<file path="src/hw/rtl/rcspf_pkg.sv">
// ----------------------------------------------------------------------------
// rcspf_pkg: shared types and constants
// Channel slots, configuration indexes and the event, config and frame structs
// that the RC servo pulse frame capture modules pass between them.
// ----------------------------------------------------------------------------
package rcspf_pkg;

  localparam int unsigned NUM_SLOTS = 5;
  localparam int unsigned TIME_W    = 16;
  localparam int unsigned US_W      = 15;

  localparam logic [2:0] SLOT_AUX2     = 3'd0;
  localparam logic [2:0] SLOT_STEERING = 3'd1;
  localparam logic [2:0] SLOT_THROTTLE = 3'd2;
  localparam logic [2:0] SLOT_AUX      = 3'd3;
  localparam logic [2:0] SLOT_AUX3     = 3'd4;

  localparam logic [1:0] INPUT_SHARED = 2'd0;

  localparam logic [US_W-1:0] LOCAL_SWITCH_US = 15'd1500;

  localparam logic [1:0] CFG_COUNTER_TOP  = 2'd0;
  localparam logic [1:0] CFG_SHARED_EN    = 2'd1;
  localparam logic [1:0] CFG_AUX_LOCAL_SW = 2'd2;

  typedef struct packed {
    logic [1:0]        capture_input;
    logic              rising_edge;
    logic              aux3_selected;
    logic [TIME_W-1:0] capture_time;
  } event_t;

  typedef struct packed {
    logic [TIME_W-1:0] counter_top;
    logic              shared_input_enable;
    logic              aux_is_local_switch;
  } cfg_t;

  typedef struct packed {
    logic [US_W-1:0] steering_us;
    logic [US_W-1:0] throttle_us;
    logic [US_W-1:0] aux_us;
    logic [US_W-1:0] aux2_us;
    logic [US_W-1:0] aux3_us;
  } frame_t;

endpackage

</file>
<file path="src/hw/rtl/rcspf_chan_state.sv">
// ----------------------------------------------------------------------------
// rcspf_chan_state: per-channel capture state and frame assembly
// Holds start times, widths and seen flags; updates them for one event per
// cycle and flags when the event closes a frame.
// ----------------------------------------------------------------------------
module rcspf_chan_state (
  input  logic                  clk,
  input  logic                  rst_n,
  input  logic                  ev_valid,
  input  rcspf_pkg::event_t     ev,
  input  rcspf_pkg::cfg_t       cfg,
  output logic                  frame_valid,
  output rcspf_pkg::frame_t     frame
);

  logic [rcspf_pkg::TIME_W-1:0]    start_times_r [rcspf_pkg::NUM_SLOTS];
  logic [rcspf_pkg::TIME_W-1:0]    pulse_widths_r[rcspf_pkg::NUM_SLOTS];
  logic [rcspf_pkg::NUM_SLOTS-1:0] seen_r, seen_nxt;

  logic [2:0]                      slot;
  logic [rcspf_pkg::NUM_SLOTS-1:0] bit_sel;
  logic                            active;
  logic [rcspf_pkg::TIME_W-1:0]    start_t;
  logic [rcspf_pkg::TIME_W-1:0]    period_add;
  logic [rcspf_pkg::TIME_W-1:0]    width;

  always_comb begin
    if (ev.capture_input == rcspf_pkg::INPUT_SHARED) begin
      slot = ev.aux3_selected ? rcspf_pkg::SLOT_AUX3 : rcspf_pkg::SLOT_AUX2;
    end else begin
      slot = {1'b0, ev.capture_input};
    end
    active  = ev_valid &&
              ((ev.capture_input != rcspf_pkg::INPUT_SHARED) || cfg.shared_input_enable);
    bit_sel = rcspf_pkg::NUM_SLOTS'(1) << slot;
    start_t = start_times_r[slot];
    // wrapped counter: add the period (top + 1), all modulo 2^16
    period_add = (start_t > ev.capture_time) ? (cfg.counter_top + 16'd1) : '0;
    width      = ev.capture_time - start_t + period_add;
  end

  assign frame_valid = active && ev.rising_edge && ((seen_r & bit_sel) != '0);

  always_comb begin
    seen_nxt = seen_r;
    if (active && ev.rising_edge) begin
      seen_nxt = frame_valid ? bit_sel : (seen_r | bit_sel);
    end
  end

  always_comb begin
    frame.steering_us = pulse_widths_r[rcspf_pkg::SLOT_STEERING][15:1];
    frame.throttle_us = pulse_widths_r[rcspf_pkg::SLOT_THROTTLE][15:1];
    frame.aux_us      = cfg.aux_is_local_switch ? rcspf_pkg::LOCAL_SWITCH_US
                                                : pulse_widths_r[rcspf_pkg::SLOT_AUX][15:1];
    frame.aux2_us     = pulse_widths_r[rcspf_pkg::SLOT_AUX2][15:1];
    frame.aux3_us     = pulse_widths_r[rcspf_pkg::SLOT_AUX3][15:1];
  end

  always_ff @(posedge clk) begin
    if (!rst_n) begin
      seen_r <= '0;
      for (int i = 0; i < rcspf_pkg::NUM_SLOTS; i++) begin
        start_times_r[i]  <= '0;
        pulse_widths_r[i] <= '0;
      end
    end else begin
      seen_r <= seen_nxt;
      if (active) begin
        if (ev.rising_edge) begin
          start_times_r[slot] <= ev.capture_time;
        end else begin
          pulse_widths_r[slot] <= width;
        end
      end
    end
  end

endmodule

</file>
<file path="src/hw/rtl/rcspf_out_reg.sv">
// ----------------------------------------------------------------------------
// rcspf_out_reg: result register
// Holds one frame until the receiver takes it.
// ----------------------------------------------------------------------------
module rcspf_out_reg (
  input  logic              clk,
  input  logic              rst_n,
  input  logic              load,
  input  rcspf_pkg::frame_t frame_in,
  input  logic              out_stall,
  output logic              out_valid,
  output rcspf_pkg::frame_t frame_out
);

  logic              valid_r, valid_nxt;
  rcspf_pkg::frame_t frame_r;

  always_comb begin
    valid_nxt = valid_r;
    if (load) begin
      valid_nxt = 1'b1;
    end else if (!out_stall) begin
      valid_nxt = 1'b0;
    end
  end

  always_ff @(posedge clk) begin
    if (!rst_n) begin
      valid_r <= 1'b0;
    end else begin
      valid_r <= valid_nxt;
    end
  end

  always_ff @(posedge clk) begin
    if (load) begin
      frame_r <= frame_in;
    end
  end

  assign out_valid = valid_r;
  assign frame_out = frame_r;

endmodule

</file>
<file path="src/hw/rtl/rc_servo_pulse_frame_capture_top.sv">
// ----------------------------------------------------------------------------
// rc_servo_pulse_frame_capture_top: RC servo pulse frame capture
// Turns timestamped capture edges into frames of five servo pulse widths.
// ----------------------------------------------------------------------------
// Usage:
//   Input channel (in_*): one edge event per transaction: capture input index,
//   edge kind, aux3 routing bit for the shared input, and the counter time.
//   Output channel (out_*): one frame transaction of five widths in us, sent
//   when a rising edge arrives on a channel already seen in this frame.
//   Config port (cfg_*): write-only; index 0 counter_top, 1 shared input
//   enable, 2 aux local switch. Write only while the block is idle.
// Flow: an event is registered at the input and processed once it can
//   advance; an event that closes a frame loads it into the output
//   register, which drives out_valid.
// Throughput: one event per cycle unless out_stall holds a waiting frame.
// Reset: synchronous, active low; clears start times, widths and seen flags,
//   and loads counter_top = 65535 with both switches off.
// Stall: while a frame waits in the output register under out_stall, the
//   input register holds its event and in_stall rises once it is full.
// ----------------------------------------------------------------------------
module rc_servo_pulse_frame_capture_top (
  input  logic        clk,
  input  logic        rst_n,
  // event input
  input  logic        in_valid,
  output logic        in_stall,
  input  logic [1:0]  in_capture_input,
  input  logic        in_rising_edge,
  input  logic        in_aux3_selected,
  input  logic [15:0] in_capture_time,
  // frame output
  output logic        out_valid,
  input  logic        out_stall,
  output logic [14:0] out_steering_us,
  output logic [14:0] out_throttle_us,
  output logic [14:0] out_aux_us,
  output logic [14:0] out_aux2_us,
  output logic [14:0] out_aux3_us,
  // configuration writes
  input  logic        cfg_we,
  input  logic [1:0]  cfg_index,
  input  logic [15:0] cfg_wdata
);

  rcspf_pkg::cfg_t   cfg_r;
  rcspf_pkg::event_t s1_ev_r;
  logic              s1_valid_r, s1_valid_nxt;
  logic              in_accept;
  logic              advance;
  logic              core_frame_valid;
  rcspf_pkg::frame_t core_frame;
  rcspf_pkg::frame_t out_frame;

  // config registers
  always_ff @(posedge clk) begin
    if (!rst_n) begin
      cfg_r.counter_top         <= 16'hFFFF;
      cfg_r.shared_input_enable <= 1'b0;
      cfg_r.aux_is_local_switch <= 1'b0;
    end else if (cfg_we) begin
      unique case (cfg_index)
        rcspf_pkg::CFG_COUNTER_TOP:  cfg_r.counter_top         <= cfg_wdata;
        rcspf_pkg::CFG_SHARED_EN:    cfg_r.shared_input_enable <= cfg_wdata[0];
        rcspf_pkg::CFG_AUX_LOCAL_SW: cfg_r.aux_is_local_switch <= cfg_wdata[0];
        default: ;
      endcase
    end
  end

  // event moves on unless a frame is stuck in the output register
  assign advance   = s1_valid_r && (!out_valid || !out_stall);
  assign in_stall  = s1_valid_r && !advance;
  assign in_accept = in_valid && !in_stall;

  always_comb begin
    s1_valid_nxt = s1_valid_r;
    if (in_accept) begin
      s1_valid_nxt = 1'b1;
    end else if (advance) begin
      s1_valid_nxt = 1'b0;
    end
  end

  always_ff @(posedge clk) begin
    if (!rst_n) begin
      s1_valid_r <= 1'b0;
    end else begin
      s1_valid_r <= s1_valid_nxt;
    end
  end

  always_ff @(posedge clk) begin
    if (in_accept) begin
      s1_ev_r.capture_input <= in_capture_input;
      s1_ev_r.rising_edge   <= in_rising_edge;
      s1_ev_r.aux3_selected <= in_aux3_selected;
      s1_ev_r.capture_time  <= in_capture_time;
    end
  end

  rcspf_chan_state u_chan_state (
    .clk         (clk),
    .rst_n       (rst_n),
    .ev_valid    (advance),
    .ev          (s1_ev_r),
    .cfg         (cfg_r),
    .frame_valid (core_frame_valid),
    .frame       (core_frame)
  );

  rcspf_out_reg u_out_reg (
    .clk       (clk),
    .rst_n     (rst_n),
    .load      (core_frame_valid),
    .frame_in  (core_frame),
    .out_stall (out_stall),
    .out_valid (out_valid),
    .frame_out (out_frame)
  );

  assign out_steering_us = out_frame.steering_us;
  assign out_throttle_us = out_frame.throttle_us;
  assign out_aux_us      = out_frame.aux_us;
  assign out_aux2_us     = out_frame.aux2_us;
  assign out_aux3_us     = out_frame.aux3_us;

  // checks
  a_stall_only_when_full: assert property (@(posedge clk) disable iff (!rst_n)
    in_stall |-> s1_valid_r)
    else $error("in_stall raised with empty input register");

  a_accept_fills_stage: assert property (@(posedge clk) disable iff (!rst_n)
    in_valid && !in_stall |=> s1_valid_r)
    else $error("accepted transaction not held in input register");

  a_frame_from_rising: assert property (@(posedge clk) disable iff (!rst_n)
    core_frame_valid |-> (advance && s1_ev_r.rising_edge))
    else $error("frame produced without a rising edge event");

endmodule

</file>
<file path="config.mk">
export PLATFORM = sky130hd
export DESIGN_NAME = rc_servo_pulse_frame_capture_top
export DESIGN_NICKNAME = d
export VERILOG_FILES = /design/src/hw/rtl/rcspf_pkg.sv /design/src/hw/rtl/rcspf_chan_state.sv /design/src/hw/rtl/rcspf_out_reg.sv /design/src/hw/rtl/rc_servo_pulse_frame_capture_top.sv
export SDC_FILE = /design/constraint.sdc
export NUM_CORES = 1
export LEC_CHECK = 0
export BUFFER_PORTS_ARGS = -buffer_cell sky130_fd_sc_hd__buf_2
export CAP_MARGIN = 20
export CORE_MARGIN = 5
export CORE_UTILIZATION = 31
export DETAILED_ROUTE_END_ITERATION = 6
export PLACE_DENSITY = 0.49
export SYNTH_ARGS = -nofsm -noshare
export SYNTH_HDL_FRONTEND = slang
export SYNTH_HIERARCHICAL = 1
export SYNTH_SLANG_ARGS = --single-unit
</file>
<file path="constraint.sdc">
create_clock -name clk -period 14.34 [get_ports clk]
set_input_delay 2.151 -clock clk [delete_from_list [all_inputs] [get_ports clk]]
set_output_delay 2.151 -clock clk [all_outputs]
set_load 0.005 [all_outputs]
</file>
# Yosys cells after proc, flatten, opt, wreduce, memory -nomap -nowiden
# Memories as Yosys holds them, arrays and structs flattened. A register that Yosys moved wholly into a read port is not among the register bits.
# Cells that the tools add are included.
[op_classes]
n_addsub = 3
n_lt_le_gt_ge = 1
eq_ne = 3
shift = 1
n_mux = 23
bitwise_logic = 2
n_reduce_logical = 22
[ops]
columns = ["cell", "count"]
rows = [
  ["$mux W16", 3],
  ["$reduce_or A16 Y1", 2],
  ["$add A16 B1 Y16 const B", 1],
  ["$add A16 B16 Y16", 1],
  ["$gt A16 B16 Y1", 1],
  ["$sub A16 B16 Y16", 1],
  ["$mux W1", 15],
  ["$mux W3", 4],
  ["$logic_and A1 B1 Y1", 6],
  ["$reduce_and A2 Y1", 3],
  ["$and A5 B5 Y5", 1],
  ["$mux W5", 1],
  ["$or A5 B5 Y5", 1],
  ["$reduce_bool A5 Y1", 1],
  ["$shl A1 B3 Y5 const A", 1],
  ["$logic_not A1 Y1", 4],
  ["$logic_not A2 Y1", 2],
  ["$reduce_bool A2 Y1", 2],
  ["$eq A2 B1 Y1 const B", 1],
  ["$eq A2 B2 Y1 const B", 1],
  ["$logic_or A1 B1 Y1", 2],
  ["$ne A2 B1 Y1 const B", 1],
]
[word_totals]
reg_bits = 45
mem_bits_rw = 160
output_inout_bits = 77
memories = 2
[mem_list]
columns = ["memory", "depth", "width", "rd", "rd_ports_with_merged_regs", "write_ports", "line", "text"]
rows = [
  ["u_chan_state.pulse_widths_r", 5, 16, 5, 5, 5, "rcspf_chan_state.sv:17", "logic [rcspf_pkg::TIME_W-1:0] pulse_widths_r[rcspf_pkg::NUM_SLOTS];"],
  ["u_chan_state.start_times_r", 5, 16, 1, 0, 5, "rcspf_chan_state.sv:16", "logic [rcspf_pkg::TIME_W-1:0] start_times_r [rcspf_pkg::NUM_SLOTS];"],
]

# Longest topological paths before layout
[depth]
word_depth = 9
depth_mapped = 27

# Cells and area by module
# The synthesis kept the hierarchy.
[modules_own_cells]
columns = ["module", "instances", "cells_each", "area_per_inst_um2"]
rows = [
  ["rcspf_chan_state", 1, 762, 8764.7],
  ["rcspf_out_reg", 1, 78, 2283.4],
  ["rc_servo_pulse_frame_capture_top", 1, 107, 1485.2],
]

# Worst setup path after synthesis
# OpenSTA, ideal clock, no wires.
[synth_timing]
kind = "register to register"
startpoint = "register s1_ev_r[19] (netlist bit)"
endpoint = "memory u_chan_state/pulse_widths_r[1][15] (netlist bit) (data pin)"
setup_time_ns = 0.138
arrival_ns = 6.090
t_required_ns = 14.202
path_slack_ns = 8.112
path_stages_with_launch = 26
path_buffers = 4
path_cell_list = "edfxtp_1 > clkbuf_1 > clkbuf_1 > mux2i_1 > nand2_1 > o21ai_0 > nor2_1 > a21oi_1 > o22ai_1 > ha_1 > nand4_1 > or2_1 > o32ai_1 > nor4_4 > or2_1 > clkbuf_1 > clkbuf_1 > nor2_1 > fa_1 > ha_1 > a21oi_1 > o21bai_1 > a221oi_1 > nand2_1 > or4b_2 > nand4_1"
[synth_rtl]
columns = ["item", "line", "text"]
rows = [
  ["start, declared", "rc_servo_pulse_frame_capture_top.sv:46", "rcspf_pkg::event_t s1_ev_r;"],
  ["end, declared", "rcspf_chan_state.sv:17", ""],
]

==> results.sh <==
export IMPL_status="complete, no violations"
export IMPL_worstHoldStart="u_chan_state/pulse_widths_r[4][3]$_SDFFCE_PN0P_"
export IMPL_critPathKind="register to register"
export IMPL_cts_hold_fix_buffers=0
export IMPL_syn_inst=947
export IMPL_area_delta_synth_final_pct=17.4
export IMPL_synth_top_family_by_area="simple AND/OR/NAND/NOR gates"
export IMPL_synthMuxAreaShare=0.0376
export IMPL_track_usage=0.141
export IMPL_max_slew_margin_rel=0.261
export IMPL_clock_sinks=275
export IMPL_drive_above_1_share=0.210
export IMPL_max_cap_viol_count=0
export IMPL_max_freq_mhz=139
export IMPL_grt_max_degree=78
export IMPL_crit_start="s1_ev_r[16]$_DFFE_PP_"
export IMPL_hold_viol_final=0
export IMPL_die_area_um2=44600
export IMPL_syn_avg_cell_area_um2=13.2
export IMPL_setup_violations=0
export IMPL_dp_slack_ps=7190
export IMPL_initial_core_util=0.315
export IMPL_p_leak_nw=5.56
export IMPL_cts_max_level=1
export IMPL_clkTransAtPathRegs_ps=60
export IMPL_yosys_most_used_dff="edfxtp_1"
export IMPL_numPortBuffers=119
export IMPL_syn_nets=1037
export IMPL_die_w_um=211
export IMPL_yosys_warnings=6
export IMPL_gp_congestion=0.809
export IMPL_yosysSeqAreaShare=0.639
export IMPL_ctsLongestPathBuffers=3
export IMPL_synth_xor_area_frac=0.0161
export IMPL_synth_edf_count=250
export IMPL_wl_um=32500
export IMPL_nets=1147
export IMPL_drtPass1Iterations=5
export IMPL_min_path_type="register to register"
export IMPL_grt_pass1_vias=7795
export IMPL_synth_fa_ha_area_frac=0.0559
export IMPL_async_flop_share=0
export IMPL_cts_tree="built"
export IMPL_synth_cell_types=65
export IMPL_grt_overflow_total=0
export IMPL_vias_per_cell=4.96
export IMPL_rsz0062_at_grt="no"
export IMPL_cts_root_buffer="clkbuf_16"
export IMPL_vias=7972
export IMPL_grt_pass1_wl_um=48500
export IMPL_required_ps=14760
export IMPL_multi_input_area_um2=4150
export IMPL_post_drt_wl_per_cell_um=20.2
export IMPL_cts_setup_buffers=0
export IMPL_chipHeight_um=211
export IMPL_num_antenna_cells=0
export IMPL_cp_start_kind="register"
export IMPL_dp_cells=1548
export IMPL_min_period_over_period=0.501
export IMPL_synth_compound_area_frac=0.0652
export IMPL_seqCellArea_um2=8010
export IMPL_arrival_ps=7610
export IMPL_boundaryPins=120
export IMPL_synth_seq_cells=275
export IMPL_syn_area_um2=12500
export IMPL_layout_cells_non_filler=1606
export IMPL_num_rows=73
export IMPL_antenna_found_initial=0
export IMPL_clock_latency_ps=570
export IMPL_core_um2=39800
export IMPL_cp_end_kind="register"
export IMPL_drc=0
export IMPL_tightest_slew_ps=1100
export IMPL_drt_iter0_drc=465
export IMPL_path_max_fanout=22
export IMPL_worst_slack_ps=7150
export IMPL_r2r_start="s1_ev_r[16]$_DFFE_PP_"
export IMPL_cellPowerDensity_nw_per_um2=142
export IMPL_drtAntennaViolNets=0
export IMPL_irDropWorstVdd_mv=0.108
export IMPL_final_max_slew_viol_count=0
export IMPL_synthSimpleGateAreaFrac=0.153
export IMPL_post_route_min_period_ps=7190
export IMPL_post_route_util=0.370
export IMPL_cts_repair_resize_count=0
export IMPL_dp_hpwl_um=21800
export IMPL_finalSetupTns_ps=0
export IMPL_fin_skew_ps=17.4
export IMPL_nFillCells=3940
export IMPL_numCtsBuffers=30
## kinds of logic after synthesis
family | count (synthesis)
adders and majority gates | 47
buffers and inverters | 106
and+or+nand+nor | 345
DFF | 275
muxes | 32
AOI/OAI and AO/OA | 119
xor gates and xnor gates | 23
## per-layer routing
layer | global-route usage | vias up | wire length (um)
li1 | - | 3746 | -
met1 | 0.202 | 3994 | 15100
met2 | 0.229 | 200 | 15300
met3 | 0.0205 | 32 | 1490
met4 | 0.0273 | 0 | 517
met5 | 0 | - | 0
## cell usage after synthesis (6+ instances only)
cell | number | share of area
edfxtp_1 | 250 | 0.60
nor2_1 | 111 | 0.033
nor3_1 | 55 | 0.022
inv_1 | 51 | 0.015
clkbuf_1 | 44 | 0.013
ha_1 | 32 | 0.032
nand2_1 | 32 | 0.0096
o211ai_1 | 27 | 0.016
a21oi_1 | 25 | 0.010
dfxtp_1 | 25 | 0.040
and2_1 | 23 | 0.011
nor4_1 | 18 | 0.0090
nand4bb_1 | 16 | 0.014
fa_1 | 15 | 0.024
nor2b_1 | 15 | 0.0075
o21ai_0 | 15 | 0.0060
xnor2_1 | 13 | 0.0091
mux2_2 | 11 | 0.0099
mux4_2 | 11 | 0.020
a21o_1 | 10 | 0.0060
mux2i_1 | 10 | 0.0080
nand3_1 | 10 | 0.0040
xor2_1 | 10 | 0.0070
nand2b_1 | 9 | 0.0045
nand4_1 | 9 | 0.0045
or2_2 | 8 | 0.0040
or4b_2 | 6 | 0.0048
## cells in the final DEF, fill, tap and decap left out, drive strengths merged, types with 4 or more instances in the layout
cell type and instances:
o22a 5, or4b 9, nor4b 5, nor2b 15
xnor2 13, nand2b 9, nand3 10, mux2i 10
a211oi 5, or3 5, xor2 10, nor3 55
or4 4, or2 11, fa 15, mux2 11
and2 23, o21a 4, a21oi 25, a21o 10
inv 51, clkinv 13, o21ai 17, buf 133
nor2 111, mux4 11, o22ai 5, clkbuf 42
dfxtp 25, nand4 11, o211ai 29, and4 4
ha 32, nor4 19, edfxtp 250, nand4bb 16
nand2 32
## stage by stage
step / cell area [um^2] / hold WS (ps) / power (mW)
after floorplan: 12500 / 400 / 1.19
after global placement: 13700 / 400 / 1.34
after detailed placement: 13700 / 405 / 1.35
after CTS: 14700 / 414 / 2.10
after global routing: 14700 / 423 / 2.17
final: 14700 / 414 / 2.08
## area by class of cell
class,instances,area share
clock inverters,14,0.00672
clock buffers,42,0.0597
multi-input cells,566,0.282
well taps,525,0.0446
inverters,51,0.0130
flip-flops and latches,275,0.544
repair buffers,133,0.0498
## flip-flops by register name, summed over array words and instances (netlist names)
signal,cells
u_chan_state/pulse_widths_r,75
u_out_reg/frame_out,75
u_chan_state/seen_r,5
s1_ev_r,20
u_out_reg/out_valid,1
cfg_r,18
s1_valid_r,1
u_chan_state/start_times_r,80
## path summary, 6_finish.rpt
kind	cells past startpoint	end	slack, ps
max	17	u_chan_state/pulse_widths_r[1][15]$_SDFFCE_PN0P_	7150
min	0	u_out_reg/frame_out[2]$_DFFE_PP_	410
max reg2reg	17	u_chan_state/pulse_widths_r[1][15]$_SDFFCE_PN0P_	7150
min reg2reg	0	u_out_reg/frame_out[2]$_DFFE_PP_	410
## report_power, final
group | internal (mW) | switching (mW)
Sequential | 0.901 | 0.0159
Clock | 0.443 | 0.310
Combinational | 0.127 | 0.287
## worst max-delay path, stage by stage, from the launching register on
cell and delay (ps):
edfxtp_1 1060, mux2_2 410, mux4_2 480, ha_1 300, nor2b_1 140, o211ai_1 170, a211oi_1 130, nor4_4 800
or2_1 500, nor2_1 130, fa_1 460, ha_1 430, a21oi_1 320, o21ai_1 190, a221oi_1 400, nand2_1 300
or4b_2 700, nand4_1 110
(Power assumes the default switching activity.)
